**src/whp_pkg.sv**
```systemverilog
`timescale 1ns / 1ps
// ----------------------------------------------------------------------------
// whp_pkg - shared types and constants of the wav header parser
// result record, status codes and format codes
// ----------------------------------------------------------------------------
package whp_pkg;

    localparam int STATUS_W = 2;
    localparam int FORMAT_W = 3;

    // status codes
    localparam logic [STATUS_W-1:0] ST_OK       = 2'd0;
    localparam logic [STATUS_W-1:0] ST_NO_RIFF  = 2'd1;
    localparam logic [STATUS_W-1:0] ST_NO_WAVE  = 2'd2;
    localparam logic [STATUS_W-1:0] ST_TRUNC    = 2'd3;

    // format codes
    localparam logic [FORMAT_W-1:0] FC_UNKNOWN  = 3'd0;
    localparam logic [FORMAT_W-1:0] FC_MONO8    = 3'd1;
    localparam logic [FORMAT_W-1:0] FC_MONO16   = 3'd2;
    localparam logic [FORMAT_W-1:0] FC_STEREO8  = 3'd3;
    localparam logic [FORMAT_W-1:0] FC_STEREO16 = 3'd4;

    typedef struct packed {
        logic [STATUS_W-1:0] status;
        logic [FORMAT_W-1:0] format_code;
        logic                fmt_seen;
        logic [31:0]         rate_hz;
        logic [15:0]         channel_count;
        logic [15:0]         sample_bits;
        logic [31:0]         data_size;
        logic [31:0]         data_offset;
    } t_result;

endpackage

```
**src/whp_parse_core.sv**
```systemverilog
`timescale 1ns / 1ps
// ----------------------------------------------------------------------------
// whp_parse_core - byte-wise riff/wave chunk walker
// updates the parse state for each accepted byte and flags a result
// ----------------------------------------------------------------------------
module whp_parse_core (
    input  logic             i_clk,
    input  logic             i_rst_n,
    input  logic             i_accept,
    input  logic [7:0]       i_data_byte,
    input  logic             i_first,
    input  logic             i_last,
    output logic             o_res_valid,
    output whp_pkg::t_result o_res
);

    localparam logic [3:0] PH_RIFF_ID    = 4'd0;
    localparam logic [3:0] PH_RIFF_SIZE  = 4'd1;
    localparam logic [3:0] PH_WAVE_ID    = 4'd2;
    localparam logic [3:0] PH_CHUNK_ID   = 4'd3;
    localparam logic [3:0] PH_SIZE_FMT   = 4'd4;
    localparam logic [3:0] PH_SIZE_DATA  = 4'd5;
    localparam logic [3:0] PH_SIZE_OTHER = 4'd6;
    localparam logic [3:0] PH_FMT_BODY   = 4'd7;
    localparam logic [3:0] PH_SKIP       = 4'd8;

    localparam logic [31:0] ID_RIFF = 32'h5249_4646;
    localparam logic [31:0] ID_WAVE = 32'h5741_5645;
    localparam logic [31:0] ID_FMT  = 32'h666D_7420;
    localparam logic [31:0] ID_DATA = 32'h6461_7461;

    localparam logic [31:0] FMT_BODY_LEN = 32'd16;
    localparam logic [3:0]  FMT_LAST_K   = 4'd15;

    logic [3:0]  r_phase,  n_phase,  b_phase;
    logic [31:0] r_pos,    n_pos,    b_pos;
    logic [4:0]  r_field,  n_field,  b_field;
    logic [31:0] r_gather, n_gather, b_gather;
    logic [31:0] r_clen,   n_clen,   b_clen;
    logic [31:0] r_skip,   n_skip,   b_skip;
    logic [15:0] r_kind,   n_kind,   b_kind;
    logic [15:0] r_chan,   n_chan,   b_chan;
    logic [31:0] r_rate,   n_rate,   b_rate;
    logic [15:0] r_bits,   n_bits,   b_bits;
    logic        r_fmt,    n_fmt,    b_fmt;
    logic        r_done,   n_done,   b_done;

    function automatic logic [whp_pkg::FORMAT_W-1:0] format_of(
        input logic        fmt,
        input logic [15:0] kind,
        input logic [15:0] chan,
        input logic [15:0] bits
    );
        logic [whp_pkg::FORMAT_W-1:0] fc;
        fc = whp_pkg::FC_UNKNOWN;
        if (fmt && kind == 16'd1) begin
            if (chan == 16'd1) begin
                if (bits == 16'd8)       fc = whp_pkg::FC_MONO8;
                else if (bits == 16'd16) fc = whp_pkg::FC_MONO16;
            end else if (chan == 16'd2) begin
                if (bits == 16'd8)       fc = whp_pkg::FC_STEREO8;
                else if (bits == 16'd16) fc = whp_pkg::FC_STEREO16;
            end
        end
        return fc;
    endfunction

    // restart view of the state: a first byte clears everything
    always_comb begin
        b_phase  = i_first ? PH_RIFF_ID : r_phase;
        b_pos    = i_first ? '0 : r_pos;
        b_field  = i_first ? '0 : r_field;
        b_gather = i_first ? '0 : r_gather;
        b_clen   = i_first ? '0 : r_clen;
        b_skip   = i_first ? '0 : r_skip;
        b_kind   = i_first ? '0 : r_kind;
        b_chan   = i_first ? '0 : r_chan;
        b_rate   = i_first ? '0 : r_rate;
        b_bits   = i_first ? '0 : r_bits;
        b_fmt    = i_first ? 1'b0 : r_fmt;
        b_done   = i_first ? 1'b0 : r_done;
    end

    logic [31:0] w_big, w_little, w_byte32;
    logic        w_word_done;
    logic [3:0]  w_k;

    assign w_byte32    = {24'd0, i_data_byte};
    assign w_big       = {b_gather[23:0], i_data_byte};
    assign w_little    = b_gather | (w_byte32 << {b_field[1:0], 3'b000});
    assign w_word_done = (b_field[1:0] == 2'd3);
    assign w_k         = b_field[3:0];

    always_comb begin
        n_phase = r_phase;  n_pos  = r_pos;  n_field = r_field; n_gather = r_gather;
        n_clen  = r_clen;   n_skip = r_skip; n_kind  = r_kind;  n_chan   = r_chan;
        n_rate  = r_rate;   n_bits = r_bits; n_fmt   = r_fmt;   n_done   = r_done;
        o_res_valid = 1'b0;
        o_res       = '0;

        if (i_accept) begin
            n_phase = b_phase;  n_pos  = b_pos;  n_field = b_field; n_gather = b_gather;
            n_clen  = b_clen;   n_skip = b_skip; n_kind  = b_kind;  n_chan   = b_chan;
            n_rate  = b_rate;   n_bits = b_bits; n_fmt   = b_fmt;   n_done   = b_done;

            if (!b_done) begin
                n_pos = (b_pos == 32'hFFFF_FFFF) ? b_pos : b_pos + 32'd1;

                unique case (b_phase)
                    PH_RIFF_ID, PH_WAVE_ID, PH_CHUNK_ID: begin
                        n_gather = w_big;
                        n_field  = b_field + 5'd1;
                        if (w_word_done) begin
                            n_field  = '0;
                            n_gather = '0;
                            if (b_phase == PH_RIFF_ID) begin
                                if (w_big != ID_RIFF) begin
                                    o_res_valid   = 1'b1;
                                    o_res.status  = whp_pkg::ST_NO_RIFF;
                                    n_done        = 1'b1;
                                end else begin
                                    n_phase = PH_RIFF_SIZE;
                                end
                            end else if (b_phase == PH_WAVE_ID) begin
                                if (w_big != ID_WAVE) begin
                                    o_res_valid   = 1'b1;
                                    o_res.status  = whp_pkg::ST_NO_WAVE;
                                    n_done        = 1'b1;
                                end else begin
                                    n_phase = PH_CHUNK_ID;
                                end
                            end else if (w_big == ID_FMT) begin
                                n_phase = PH_SIZE_FMT;
                            end else if (w_big == ID_DATA) begin
                                n_phase = PH_SIZE_DATA;
                            end else begin
                                n_phase = PH_SIZE_OTHER;
                            end
                        end
                    end
                    PH_RIFF_SIZE: begin
                        n_gather = w_little;
                        n_field  = b_field + 5'd1;
                        if (w_word_done) begin
                            n_field  = '0;
                            n_gather = '0;
                            n_phase  = PH_WAVE_ID;
                        end
                    end
                    PH_SIZE_FMT, PH_SIZE_DATA, PH_SIZE_OTHER: begin
                        n_gather = w_little;
                        n_field  = b_field + 5'd1;
                        if (w_word_done) begin
                            n_field  = '0;
                            n_gather = '0;
                            n_clen   = w_little;
                            if (b_phase == PH_SIZE_FMT) begin
                                n_phase = PH_FMT_BODY;
                            end else if (b_phase == PH_SIZE_DATA) begin
                                o_res_valid         = 1'b1;
                                o_res.status        = whp_pkg::ST_OK;
                                o_res.format_code   = format_of(b_fmt, b_kind, b_chan, b_bits);
                                o_res.fmt_seen      = b_fmt;
                                o_res.rate_hz       = b_fmt ? b_rate : '0;
                                o_res.channel_count = b_fmt ? b_chan : '0;
                                o_res.sample_bits   = b_fmt ? b_bits : '0;
                                o_res.data_size     = w_little;
                                o_res.data_offset   = n_pos;
                                n_done              = 1'b1;
                            end else if (w_little == '0) begin
                                n_phase = PH_CHUNK_ID;
                            end else begin
                                n_skip  = w_little;
                                n_phase = PH_SKIP;
                            end
                        end
                    end
                    PH_FMT_BODY: begin
                        case (w_k) inside
                            4'd0: begin
                                n_kind = {8'd0, i_data_byte};
                                n_chan = '0;
                                n_rate = '0;
                                n_bits = '0;
                            end
                            4'd1:          n_kind = {i_data_byte, b_kind[7:0]};
                            4'd2:          n_chan = {8'd0, i_data_byte};
                            4'd3:          n_chan = {i_data_byte, b_chan[7:0]};
                            [4'd4:4'd7]:   n_rate = b_rate | (w_byte32 << {w_k[1:0], 3'b000});
                            4'd14:         n_bits = {8'd0, i_data_byte};
                            4'd15:         n_bits = {i_data_byte, b_bits[7:0]};
                            default:       ;
                        endcase
                        n_field = b_field + 5'd1;
                        if (w_k == FMT_LAST_K) begin
                            n_field = '0;
                            n_fmt   = 1'b1;
                            if (b_clen > FMT_BODY_LEN) begin
                                n_skip  = b_clen - FMT_BODY_LEN;
                                n_phase = PH_SKIP;
                            end else begin
                                n_phase = PH_CHUNK_ID;
                            end
                        end
                    end
                    PH_SKIP: begin
                        n_skip = (b_skip != '0) ? b_skip - 32'd1 : b_skip;
                        if (n_skip == '0) n_phase = PH_CHUNK_ID;
                    end
                    default: n_phase = PH_CHUNK_ID;
                endcase

                // stream ran out before the data chunk header
                if (!o_res_valid && i_last && !n_done) begin
                    o_res_valid  = 1'b1;
                    o_res        = '0;
                    o_res.status = whp_pkg::ST_TRUNC;
                    n_done       = 1'b1;
                end
            end
        end
    end

    always_ff @(posedge i_clk) begin
        if (!i_rst_n) begin
            r_phase <= PH_RIFF_ID; r_pos  <= '0; r_field <= '0; r_gather <= '0;
            r_clen  <= '0;         r_skip <= '0; r_kind  <= '0; r_chan   <= '0;
            r_rate  <= '0;         r_bits <= '0; r_fmt   <= 1'b0; r_done <= 1'b0;
        end else begin
            r_phase <= n_phase; r_pos  <= n_pos;  r_field <= n_field; r_gather <= n_gather;
            r_clen  <= n_clen;  r_skip <= n_skip; r_kind  <= n_kind;  r_chan   <= n_chan;
            r_rate  <= n_rate;  r_bits <= n_bits; r_fmt   <= n_fmt;   r_done   <= n_done;
        end
    end

    // a result always closes the file
    a_result_closes: assert property (@(posedge i_clk) disable iff (!i_rst_n)
        o_res_valid |=> r_done)
        else $error("result given without closing the file");

    // a closed file stays silent until restarted
    a_silent_after_done: assert property (@(posedge i_clk) disable iff (!i_rst_n)
        (i_accept && r_done && !i_first) |-> !o_res_valid)
        else $error("result after the file was closed");

    // fmt body index never runs past its sixteen bytes
    a_field_range: assert property (@(posedge i_clk) disable iff (!i_rst_n)
        r_field < 5'd16)
        else $error("field counter out of range");

endmodule

```
**src/wav_header_parser.sv**
```systemverilog
`timescale 1ns / 1ps
// ----------------------------------------------------------------------------
// wav_header_parser - streaming riff/wave header parser
// one byte per transaction in, at most one header summary per file out
// ----------------------------------------------------------------------------
// output: the summary is registered into the output buffer from the byte that
//   completes the data chunk header (or that ends the file or fails a check)
// throughput: one byte per cycle while the skid entry is empty;
//   a two-entry output buffer keeps input flowing while a summary waits
// reset: synchronous, active low; clears the parser to expect "RIFF" and
//   empties the output buffer
// ----------------------------------------------------------------------------
module wav_header_parser (
    input  logic         i_clk,
    input  logic         i_rst_n,
    // byte stream in
    input  logic         i_s_axis_tvalid,
    output logic         o_s_axis_tready,
    input  logic [7:0]   i_s_axis_tdata,   // [7:0] data_byte
    input  logic         i_s_axis_tuser,   // [0] first_byte
    input  logic         i_s_axis_tlast,   // last_byte
    // header summary out
    output logic         o_m_axis_tvalid,
    input  logic         i_m_axis_tready,
    // [2:0] format_code, [3] fmt_seen, [35:4] rate_hz, [51:36] channel_count,
    // [67:52] sample_bits, [99:68] data_size, [131:100] data_offset, [135:132] zero
    output logic [135:0] o_m_axis_tdata,
    output logic [1:0]   o_m_axis_tuser    // [1:0] status
);

    logic             w_accept;
    logic             w_push;
    logic             w_pop;
    whp_pkg::t_result w_res;

    // output buffer: head is what the master side sees, skid catches overflow
    logic             r_head_valid;
    whp_pkg::t_result r_head;
    logic             r_skid_valid;
    whp_pkg::t_result r_skid;

    // ready only depends on the registered skid flag
    assign o_s_axis_tready = !r_skid_valid;
    assign w_accept        = i_s_axis_tvalid && o_s_axis_tready;
    assign w_pop           = r_head_valid && i_m_axis_tready;

    whp_parse_core u_core (
        .i_clk       (i_clk),
        .i_rst_n     (i_rst_n),
        .i_accept    (w_accept),
        .i_data_byte (i_s_axis_tdata),
        .i_first     (i_s_axis_tuser),
        .i_last      (i_s_axis_tlast),
        .o_res_valid (w_push),
        .o_res       (w_res)
    );

    // head / skid bookkeeping
    always_ff @(posedge i_clk) begin
        if (!i_rst_n) begin
            r_head_valid <= 1'b0;
            r_skid_valid <= 1'b0;
        end else if (w_pop) begin
            if (r_skid_valid) begin
                r_head_valid <= 1'b1;
                r_skid_valid <= 1'b0;
            end else begin
                r_head_valid <= w_push;
            end
        end else if (w_push) begin
            if (!r_head_valid) r_head_valid <= 1'b1;
            else               r_skid_valid <= 1'b1;
        end
    end

    // payload registers, no reset needed
    always_ff @(posedge i_clk) begin
        if (w_pop) begin
            if (r_skid_valid) r_head <= r_skid;
            else if (w_push)  r_head <= w_res;
        end else if (w_push) begin
            if (!r_head_valid) r_head <= w_res;
            else               r_skid <= w_res;
        end
    end

    assign o_m_axis_tvalid = r_head_valid;
    assign o_m_axis_tuser  = r_head.status;
    assign o_m_axis_tdata  = {4'd0,
                              r_head.data_offset,
                              r_head.data_size,
                              r_head.sample_bits,
                              r_head.channel_count,
                              r_head.rate_hz,
                              r_head.fmt_seen,
                              r_head.format_code};

    // skid only ever holds a transaction behind a waiting head
    a_skid_behind_head: assert property (@(posedge i_clk) disable iff (!i_rst_n)
        r_skid_valid |-> r_head_valid)
        else $error("skid entry without head entry");

    // draining the skid moves it into the head
    a_skid_drain: assert property (@(posedge i_clk) disable iff (!i_rst_n)
        (r_skid_valid && w_pop) |=> (r_head_valid && !r_skid_valid))
        else $error("skid entry lost on drain");

    // a waiting summary holds still until it is taken
    a_hold_while_stalled: assert property (@(posedge i_clk) disable iff (!i_rst_n)
        (o_m_axis_tvalid && !i_m_axis_tready) |=>
            (o_m_axis_tvalid && $stable(o_m_axis_tdata) && $stable(o_m_axis_tuser)))
        else $error("summary changed while stalled");

endmodule
```
**config.mk**
```make
export PLATFORM = sky130hd
export DESIGN_NAME = wav_header_parser
export DESIGN_NICKNAME = d
export VERILOG_FILES = /design/src/whp_pkg.sv /design/src/whp_parse_core.sv /design/src/wav_header_parser.sv
export SDC_FILE = /design/constraint.sdc
export NUM_CORES = 1
export LEC_CHECK = 0
export BUFFER_PORTS_ARGS = -buffer_cell sky130_fd_sc_hd__buf_2
export CORE_ASPECT_RATIO = 1.4
export CORE_MARGIN = 5
export CORE_UTILIZATION = 53
export CTS_BUF_LIST = sky130_fd_sc_hd__clkbuf_16
export DETAILED_ROUTE_END_ITERATION = 6
export HOLD_SLACK_MARGIN = 0.06
export PLACE_DENSITY = 0.68
export SLEW_MARGIN = 0
export SYNTH_ARGS = -nofsm -noshare
export SYNTH_HDL_FRONTEND = slang
export SYNTH_SLANG_ARGS = --single-unit
```
**constraint.sdc**
```tcl
create_clock -name i_clk -period 19.3 [get_ports i_clk]
set_input_delay 2.895 -clock i_clk [delete_from_list [all_inputs] [get_ports i_clk]]
set_output_delay 2.895 -clock i_clk [all_outputs]
set_load 0.03 [all_outputs]
```
==> results of run 1 <==
-- power groups by stage --
stage               logic, mW  registers (mW)  clock network, mW
floorplan              0.0658            1.16                  0
global placement        0.127            1.14                  0
detailed placement      0.128            1.14                  0
CTS                     0.128            1.11              0.926
global route            0.136            1.12              0.968
finish                  0.129            1.11              0.911
-- cell families (layout without fill, tap and decap cells) --
kind of cell | Yosys count | in the layout | synth area share, %
adder cells (fa/ha/maj) | 10 | 10 | 0.541
XOR/XNOR | 61 | 61 | 2.31
AO/OA/AOI/OAI | 694 | 694 | 20.7
multiplexers | 7 | 7 | 0.308
other | 1 | 4 | 0.0162
AND/OR/NAND/NOR | 859 | 859 | 18.6
flip-flops | 488 | 488 | 53.8
buffers and inverters | 216 | 307 | 3.77
-- how the worst max path moves through the flow --
| stage | startpoint | end | slack [ps] | depth (start not counted) |
|---|---|---|---|---|
| after CTS | i_s_axis_tuser | o_m_axis_tdata[127] | 11940 | 12 |
| after floorplan | i_s_axis_tuser | r_skid[0] | 4380 | 14 |
| after global routing | i_s_axis_tuser | o_m_axis_tdata[78] | 11570 | 12 |
| final | i_s_axis_tuser | o_m_axis_tdata[97] | 11900 | 12 |
| after global placement | i_s_axis_tuser | o_m_axis_tdata[90] | 11600 | 12 |
| after detailed placement | i_s_axis_tuser | o_m_axis_tdata[96] | 11340 | 12 |
-- through the flow --
| stage | power (mW) | hold WS, ps | instance area [um2] | setup WS, ps |
|---|---|---|---|---|
| floorplan | 1.23 | 452 | 23200 | 4380 |
| global placement | 1.26 | 442 | 24200 | 11600 |
| detailed placement | 1.27 | 465 | 24200 | 11340 |
| CTS | 2.17 | 473 | 25700 | 11940 |
| global route | 2.22 | 508 | 25700 | 11570 |
| finish | 2.15 | 469 | 25700 | 11900 |
-- per-layer routing --
metal / wire, um / vias up / track usage (%)
met5: 0 / - / 0
met4: 3280 / 0 / 11.8
met3: 4140 / 182 / 3.46
met2: 33700 / 853 / 46.7
met1: 26000 / 9311 / 32.7
li1: - / 8790 / -
-- worst min-delay path: cells and delay by family, from the launching register on --
family / cells / cell delay (ps)
compound gates: 1 / 50
flops: 1 / 310
simple gates: 1 / 50
-- layout make-up --
cell class,instances,share of cell area [%]
Timing Repair Buffer,186,3.99
Sequential cell,488,48.5
Clock buffer,47,4.58
Tap cell,552,2.69
Clock inverter,41,1.33
Multi-Input combinational cell,1635,38.5
Inverter,33,0.492
-- cell usage after synthesis, types with 31 or more instances --
library cell / number / area, um2
sky130_fd_sc_hd__dfxtp_1: 220 / 4400
sky130_fd_sc_hd__edfxtp_1: 268 / 8050
sky130_fd_sc_hd__nor2b_1: 51 / 319
sky130_fd_sc_hd__nor3_1: 56 / 280
sky130_fd_sc_hd__nand2_1: 130 / 488
sky130_fd_sc_hd__nand3_1: 41 / 205
sky130_fd_sc_hd__a21oi_1: 112 / 561
sky130_fd_sc_hd__o21ai_0: 104 / 521
sky130_fd_sc_hd__a22oi_1: 165 / 1240
sky130_fd_sc_hd__a22o_1: 35 / 307
sky130_fd_sc_hd__inv_1: 31 / 116
sky130_fd_sc_hd__clkbuf_1: 157 / 589
sky130_fd_sc_hd__nor4_1: 40 / 250
sky130_fd_sc_hd__a21o_1: 143 / 1070
sky130_fd_sc_hd__nor2_1: 318 / 1190
sky130_fd_sc_hd__and3_1: 81 / 507
sky130_fd_sc_hd__xnor2_1: 43 / 377
-- cells in the final DEF, fill, tap and decap left out, types with 18 or more instances in the layout --
master / n
sky130_fd_sc_hd__a21o_1: 143
sky130_fd_sc_hd__a21oi_1: 111
sky130_fd_sc_hd__a22o_1: 35
sky130_fd_sc_hd__a22oi_1: 164
sky130_fd_sc_hd__and3_1: 81
sky130_fd_sc_hd__buf_2: 148
sky130_fd_sc_hd__buf_4: 38
sky130_fd_sc_hd__clkbuf_16: 47
sky130_fd_sc_hd__dfxtp_1: 220
sky130_fd_sc_hd__edfxtp_1: 268
sky130_fd_sc_hd__inv_1: 43
sky130_fd_sc_hd__nand2_1: 130
sky130_fd_sc_hd__nand3_1: 41
sky130_fd_sc_hd__nand3b_1: 21
sky130_fd_sc_hd__nand4_1: 26
sky130_fd_sc_hd__nor2_1: 317
sky130_fd_sc_hd__nor2b_1: 51
sky130_fd_sc_hd__nor3_1: 53
sky130_fd_sc_hd__nor4_1: 39
sky130_fd_sc_hd__o21ai_0: 104
sky130_fd_sc_hd__xnor2_1: 43
sky130_fd_sc_hd__xor2_1: 18
-- registers in the layout, indices dropped and copies added, names as in the netlist, 2 cells and up --
register and cells:
u_core.r_kind 16, o_m_axis_tuser 2, u_core.r_field 4, u_core.r_phase 4, u_core.r_skip 32, o_m_axis_tdata 132
u_core.r_clen 32, r_skid 134, u_core.r_bits 16, u_core.r_rate 32, u_core.r_pos 32, u_core.r_gather 32
u_core.r_chan 16
==> impl_summary.md, run 1 <==
Power
In this run, the combinational gates consume 6.0% of the power. The total power per unit cell area is 83.9 mW/mm2. The switching fraction of total power is 24.1%. Across the VDD grid, the largest voltage drop is 0.0726 mV. The clock network accounts for 42.3% of the total power. Summed over all cells, the static leakage comes to 10.3 nW. The internal power consumption is 1.64 mW. Registers are responsible for 51.7% of the overall power. The total net switching power is 0.519 mW.

Timing
The setup TNS is 0 ps. On the final layout, the worst clock skew is 22.6 ps. The final cycle utilization of the critical path is 38.3%. The maximum clock rate is 0.135 GHz.

The total of endpoints with negative setup slack in the final report is 0. The transition time at the pin with the least slew margin is 1320 ps. Setup repair after global routing left no endpoint under its margin.

The clock period could shrink to 7400 ps. The number of pins exceeding their max-slew limit in the final report was 0. The worst relative slew slack is 11.2%. The number of hold-slack violations in the final timing report came to 0.

Synth
The number of distinct library cell variants in the gate-level netlist after synthesis is 81. The cell area after synthesis is 0.0231 mm2. The share of synthesized registers carrying an async set or reset is 0%. The number of instances in the synthesized netlist is 2,336.

Averaged over all synthesized cells, the footprint is 9.91 um2. For this run, the number of Yosys warnings is 0. The total of flip-flops plus latches after synthesis is 488. The number of synthesized flops with an enable pin is 268. For this run, the leading register cell type out of synthesis is sky130_fd_sc_hd__edfxtp_1. For this run, the register share of the synthesized area comes to 53.8%.

Place
The total instance count after detailed placement is 2,894. The congestion estimate from routability-driven global placement came to 0.998. Port buffering added 149 buffers. After legalization and detailed placement, the total HPWL measured 45,400 um.

Final layout
In the final layout, the share of cells above drive strength 1 is 11.8%. The core utilization of the finished layout is 59.6%. After filler insertion, the fill cell instance count of the layout stands at 3,706. The final layout contains 2,415 nets. Compared with the post-synthesis result, the final layout area differs by 11.0%. The sequential standard cell area is 0.0125 mm2. The multi-input combinational cell area is 0.00988 mm2. The post-layout instance count excluding filler cells is 2,982.

The final antenna diode count is 0.

Worst setup path
The delay of the slowest critical-path stage is 800 ps. The worst-path cell with the longest stage delay is sky130_fd_sc_hd__buf_4. The reg-to-reg setup timing slack is 14,860 ps. The worst register-to-register path begins at u_core.r_phase[1]. By startpoint and endpoint, the worst setup path is classified as input port to flip-flop. The cell class contributing the biggest share of worst-path delay is buffers and inverters. The data arrival time at the worst-slack endpoint is 7590 ps. At the worst endpoint, the required time is 19,490 ps. The total buffers and inverters traversed by the critical path is 6. Along the worst path, the maximum fanout reaches 69. The most numerous cell type found on the critical path is sky130_fd_sc_hd__buf_4. The end of the worst register-to-register path is o_m_axis_tdata[97].

The worst register-to-register path has a depth of 10. The worst setup path is launched from an input port. The worst setup path is captured at a flip-flop. The critical path goes through buf_4, inv_2, buf_4, nand2_1, inv_1, ha_1, o211ai_1, nor2b_1, nand2b_1, a22oi_2, buf_4, buf_4.

Routing
The detailed router's first-iteration violation count is 1,752. Summed over all layers, the routed wires come to 67,100 um. The DRC violation count after routing is 0. In this run the remaining antenna-violating nets after routing total 0.

The total number of vias is 19,100. The number of iterations in the first detailed-routing pass is 5. In the routed layout, each cell is associated on average with a via count of 6.42.

The routed wire length per instance is 22.5 um.

Flow run
The number of max-capacitance violations reported is 0.

Floorplan
The floorplan step set the die width to 187 um. The die covers 0.0480 mm2. The floorplan row count is 90. In this run the vertical extent of the chip is 257 um. The I/O pin total is 154.

The effective utilization at floorplan is 53.7%. The placeable core region is 0.0431 mm2.

Min path
The cell count of the worst hold path is 2. The hold path startpoint is u_core.r_fmt. The end point of the worst hold path is u_core.r_fmt. The worst hold path belongs to the class flip-flop to flip-flop.

GRT
The total routing usage reported by global routing is 26.6%. The first global-routing pass estimated 105,000 um of wire. The initial antenna violation count is 0. The via count of the first global-routing pass is 18,500. The pin count of the biggest net entering global routing is 75.

Global routing finished with a remaining overflow of 0.

Clock network
The root buffer cell chosen for the clock tree is sky130_fd_sc_hd__clkbuf_16. The number of setup buffers added after CTS is 0. The longest clock path from root to sink contains 3 buffers.

The quantity of gates resized following cts is 0. TritonCTS built the clock tree. The clock sink count is 488. The clock latency of the later-clocked register in the worst-skew pair is 580 ps. The number of clock buffers added by TritonCTS is 47. Buffers inserted to repair hold after CTS numbered 0. After clock tree synthesis, the clock-pin slew on the worst setup and hold paths is 60 ps. The clock tree synthesis step divided the H-tree into 2 levels.

Run status
The run finished with clean final reports.
No activity file was read; power rests on OpenSTA's default activity.
==> run 2, diff against run 1 <==
- PLACE_DENSITY: 0.68 -> 0.71
- clock period: 19.3 -> 6 ns (I/O delays scaled with it)
==> run 2 against run 1 <==
- non-clock buffer count up 14
- clock skew up 2.2 ps
- via count up 1.1%
- core utilization up 0.54 points
- combinational power rose to 3.3 times the previous value
- sequential share of layout area down 0.44 points
- cell count up 0.40%
- highest routed layer unchanged
- first-iteration DRC count up 15%
- hold slack better by 21 ps
==> impl_summary.md, run 2 (same netlist as run 1, synthesis figures left out) <==
Place
The post-detailed-placement half-perimeter wirelength came to 47,100 um (+3.7%). The placer's final routability congestion estimate came to 0.981 (-1.7%). The worst slack at placement is 1570 ps (-9770 ps). The total of buffers placed on input and output ports came to 149 (unchanged). The total instance count after detailed placement was 2,908 (+0.48%). The post-detailed-placement cell area came to 0.0244 mm2 (+0.97%).

Final layout
Leaving out fill and tap cells, the most frequent cell in the layout is sky130_fd_sc_hd__nor2_1. The final instance area was 0.0259 mm2 (+0.91%). The number of fillers in the final layout came to 3,653 (-1.4%). The share of layout cells above drive strength 1 is 12.4% (+0.64 points). Compared with the post-synthesis result, the final layout area differs by 12.0%. The top cell types in the final layout, fill and taps aside, are sky130_fd_sc_hd__nor2_1, sky130_fd_sc_hd__edfxtp_1, sky130_fd_sc_hd__dfxtp_1, sky130_fd_sc_hd__a22oi_1, sky130_fd_sc_hd__buf_2. The core utilization of the finished layout is 60.1% (+0.54 points).

The post-layout instance count excluding filler cells is 2,994 (+0.40%). The multi-input combinational cell area was 0.00995 mm2 (+0.68%). The flip-flop count of the largest register, all copies and words added is 134 (unchanged). The register with the most flip-flops is r_skid. The sequential standard cell area is 0.0125 mm2 (unchanged). The final antenna diode count was 0 (unchanged). The final net count was 2,428 (+0.54%).

Power
The post-route total power is 6.98 mW (+220%). The total power per unit cell area is 269 mW/mm2 (+220%). The static power due to leakage was 10.4 nW (+0.88%). The maximum vdd drop was 0.241 mV (+230%).

Worst setup path
The kind of critical path is flip-flop to flip-flop. The data arrival time at the worst-slack endpoint is 4590 ps (-3000 ps). The total buffers and inverters traversed by the critical path is 0 (-6). The maximum fanout count along the critical path is 23 (-67%). The delay of the slowest critical-path stage is 1180 ps (+380 ps). STA classifies the critical path endpoint as a flip-flop. Walking the worst path, the cells encountered are a31oi_1, nor2_1, nor4_1, nand4_1, o21bai_1, a32o_2, o21ai_1, o21ai_2, a22o_1. The critical path startpoint category is a flip-flop.

The worst-path cell with the longest stage delay is sky130_fd_sc_hd__dfxtp_1. The data required time at the worst endpoint is 6460 ps (-13,030 ps). The kind of cell with the highest combined delay along the critical path is compound AO/OA/AOI/OAI gates.

Routing
The count of antenna-violating nets left after detailed routing came to 0 (unchanged). The number of iterations in the first detailed-routing pass is 6 (+1). The average vias per placed instance is 6.46 (+0.68%). The detailed router's first-iteration violation count is 2,022 (+15%). The routed wire length per instance is 23.2 um (+2.9%). The total number of vias is 19,300 (+1.1%). The detailed-route wire length is 69,400 um (+3.4%). The DRC violation count after routing was 0 (unchanged).

GRT
The via count of the first global-routing pass is 18,800 (+2.0%). The remaining global-route overflow was 0 (unchanged). The wire length of the first global-routing pass is 108,000 um (+2.9%).

The pin count of the biggest net entering global routing came to 117 (+56%). The total routing usage reported by global routing is 27.6% (+1.0 points). The initial antenna violation count is 0 (unchanged).

Clock network
The maximum clock path buffer count is 3 (unchanged). The clock latency of the later-clocked register in the worst-skew pair is 580 ps (about the same). The clock transition at the register clock pins on the worst setup and hold paths after CTS is 60 ps (about the same). TritonCTS built the clock tree.

The number of hold-repair buffers added at the cts stage came to 0 (unchanged). The master cell of the clock root buffer is sky130_fd_sc_hd__clkbuf_16. The number of buffers added by the clock tree synthesis step is 46 (-2.1%). The quantity of gates resized following cts is 0 (unchanged). The clock sink count was 488 (unchanged). The post-CTS repair timing setup buffer count is 0 (unchanged). The CTS H-tree depth is 2 (unchanged).

Floorplan
The floorplan row count is 90 (unchanged). The placeable core region is 0.0431 mm2 (unchanged). The die outline area came to 0.0480 mm2 (unchanged). The die width came to 187 um (unchanged). The effective utilization at floorplan is 53.7% (unchanged). The I/O pin total is 154 (unchanged). The die extent in y is 257 um (unchanged).

Min path
The min-delay analysis places its worst path in the category flip-flop to flip-flop.

Timing
The total of endpoints with negative setup slack in the final report came to 0 (unchanged). The clock tree skew after final layout is 24.7 ps (+2.17 ps). The worst path needs 4130 ps of the cycle, external delays included. The worst-case setup margin in the final layout came to 1870 ps (-10,030 ps). The worst relative slew slack is 12.8% (+1.6 points). The number of hold-slack violations in the final timing report is 0 (unchanged).

The transition time at the pin with the least slew margin is 1310 ps (-13.8 ps). Setup repair after global routing left no endpoint under its margin. The number of pins exceeding their max-slew limit in the final report is 0 (unchanged). The final cycle utilization of the critical path is 68.8%. Based on the critical path, the design can be clocked at up to 0.242 GHz.

Run status
The run finished with clean final reports.

Flow run
The number of max-capacitance violations reported is 0 (unchanged).
==> run 2: area by class of cell <==
cell class / count / share of cell area (%)
sequential: 488 / 48.0
multi-input combinational: 1635 / 38.4
tap: 552 / 2.66
clock inverter: 39 / 1.32
timing repair buffer: 200 / 4.56
inverter: 33 / 0.536
clock buffer: 47 / 4.54
==> run 2: where the power goes <==
group / internal (mW) / switching, mW / leakage (nW) / total (mW)
clock: 1.68 / 1.28 / 0.793 / 2.96
combinational: 0.0966 / 0.333 / 5.38 / 0.429
sequential: 3.56 / 0.0327 / 4.19 / 3.59
==> run 2: worst reg2reg max path, cell delays in order, from the launching register on <==
cell                       delay (ps)
sky130_fd_sc_hd__dfxtp_1         1180
sky130_fd_sc_hd__a31oi_1          320
sky130_fd_sc_hd__nor2_1           740
sky130_fd_sc_hd__nor4_1           160
sky130_fd_sc_hd__nand4_1          370
sky130_fd_sc_hd__o21bai_1         180
sky130_fd_sc_hd__a32o_2           320
sky130_fd_sc_hd__o21ai_1          170
sky130_fd_sc_hd__o21ai_2          250
sky130_fd_sc_hd__a22o_1           320
==> run 2: path summary, 6_finish.rpt <==
path | slack, ps | cells past startpoint | to | startpoint
setup reg to reg | 1870 | 9 | u_core.r_skip[24] | u_core.r_field[1]
setup / recovery | 1870 | 9 | u_core.r_skip[24] | u_core.r_field[1]
hold / removal | 490 | 2 | u_core.r_pos[1] | u_core.r_pos[1]
hold reg to reg | 490 | 2 | u_core.r_pos[1] | u_core.r_pos[1]
==> run 2: per-stage QoR <==
step,TNS (ps),hold slack (ps)
floorplan,-106050,452
finish,0,490
detailed placement,0,477
global route,0,512
global placement,0,471
CTS,0,495
==> run 2: routing by layer <==
layer | GRT usage, % | up-vias | wire (um)
met1 | 35.0 | 9408 | 27000
met3 | 3.67 | 228 | 4550
met2 | 46.1 | 882 | 33800
met4 | 14.5 | 0 | 4020
met5 | 0 | - | 0
li1 | - | 8826 | -
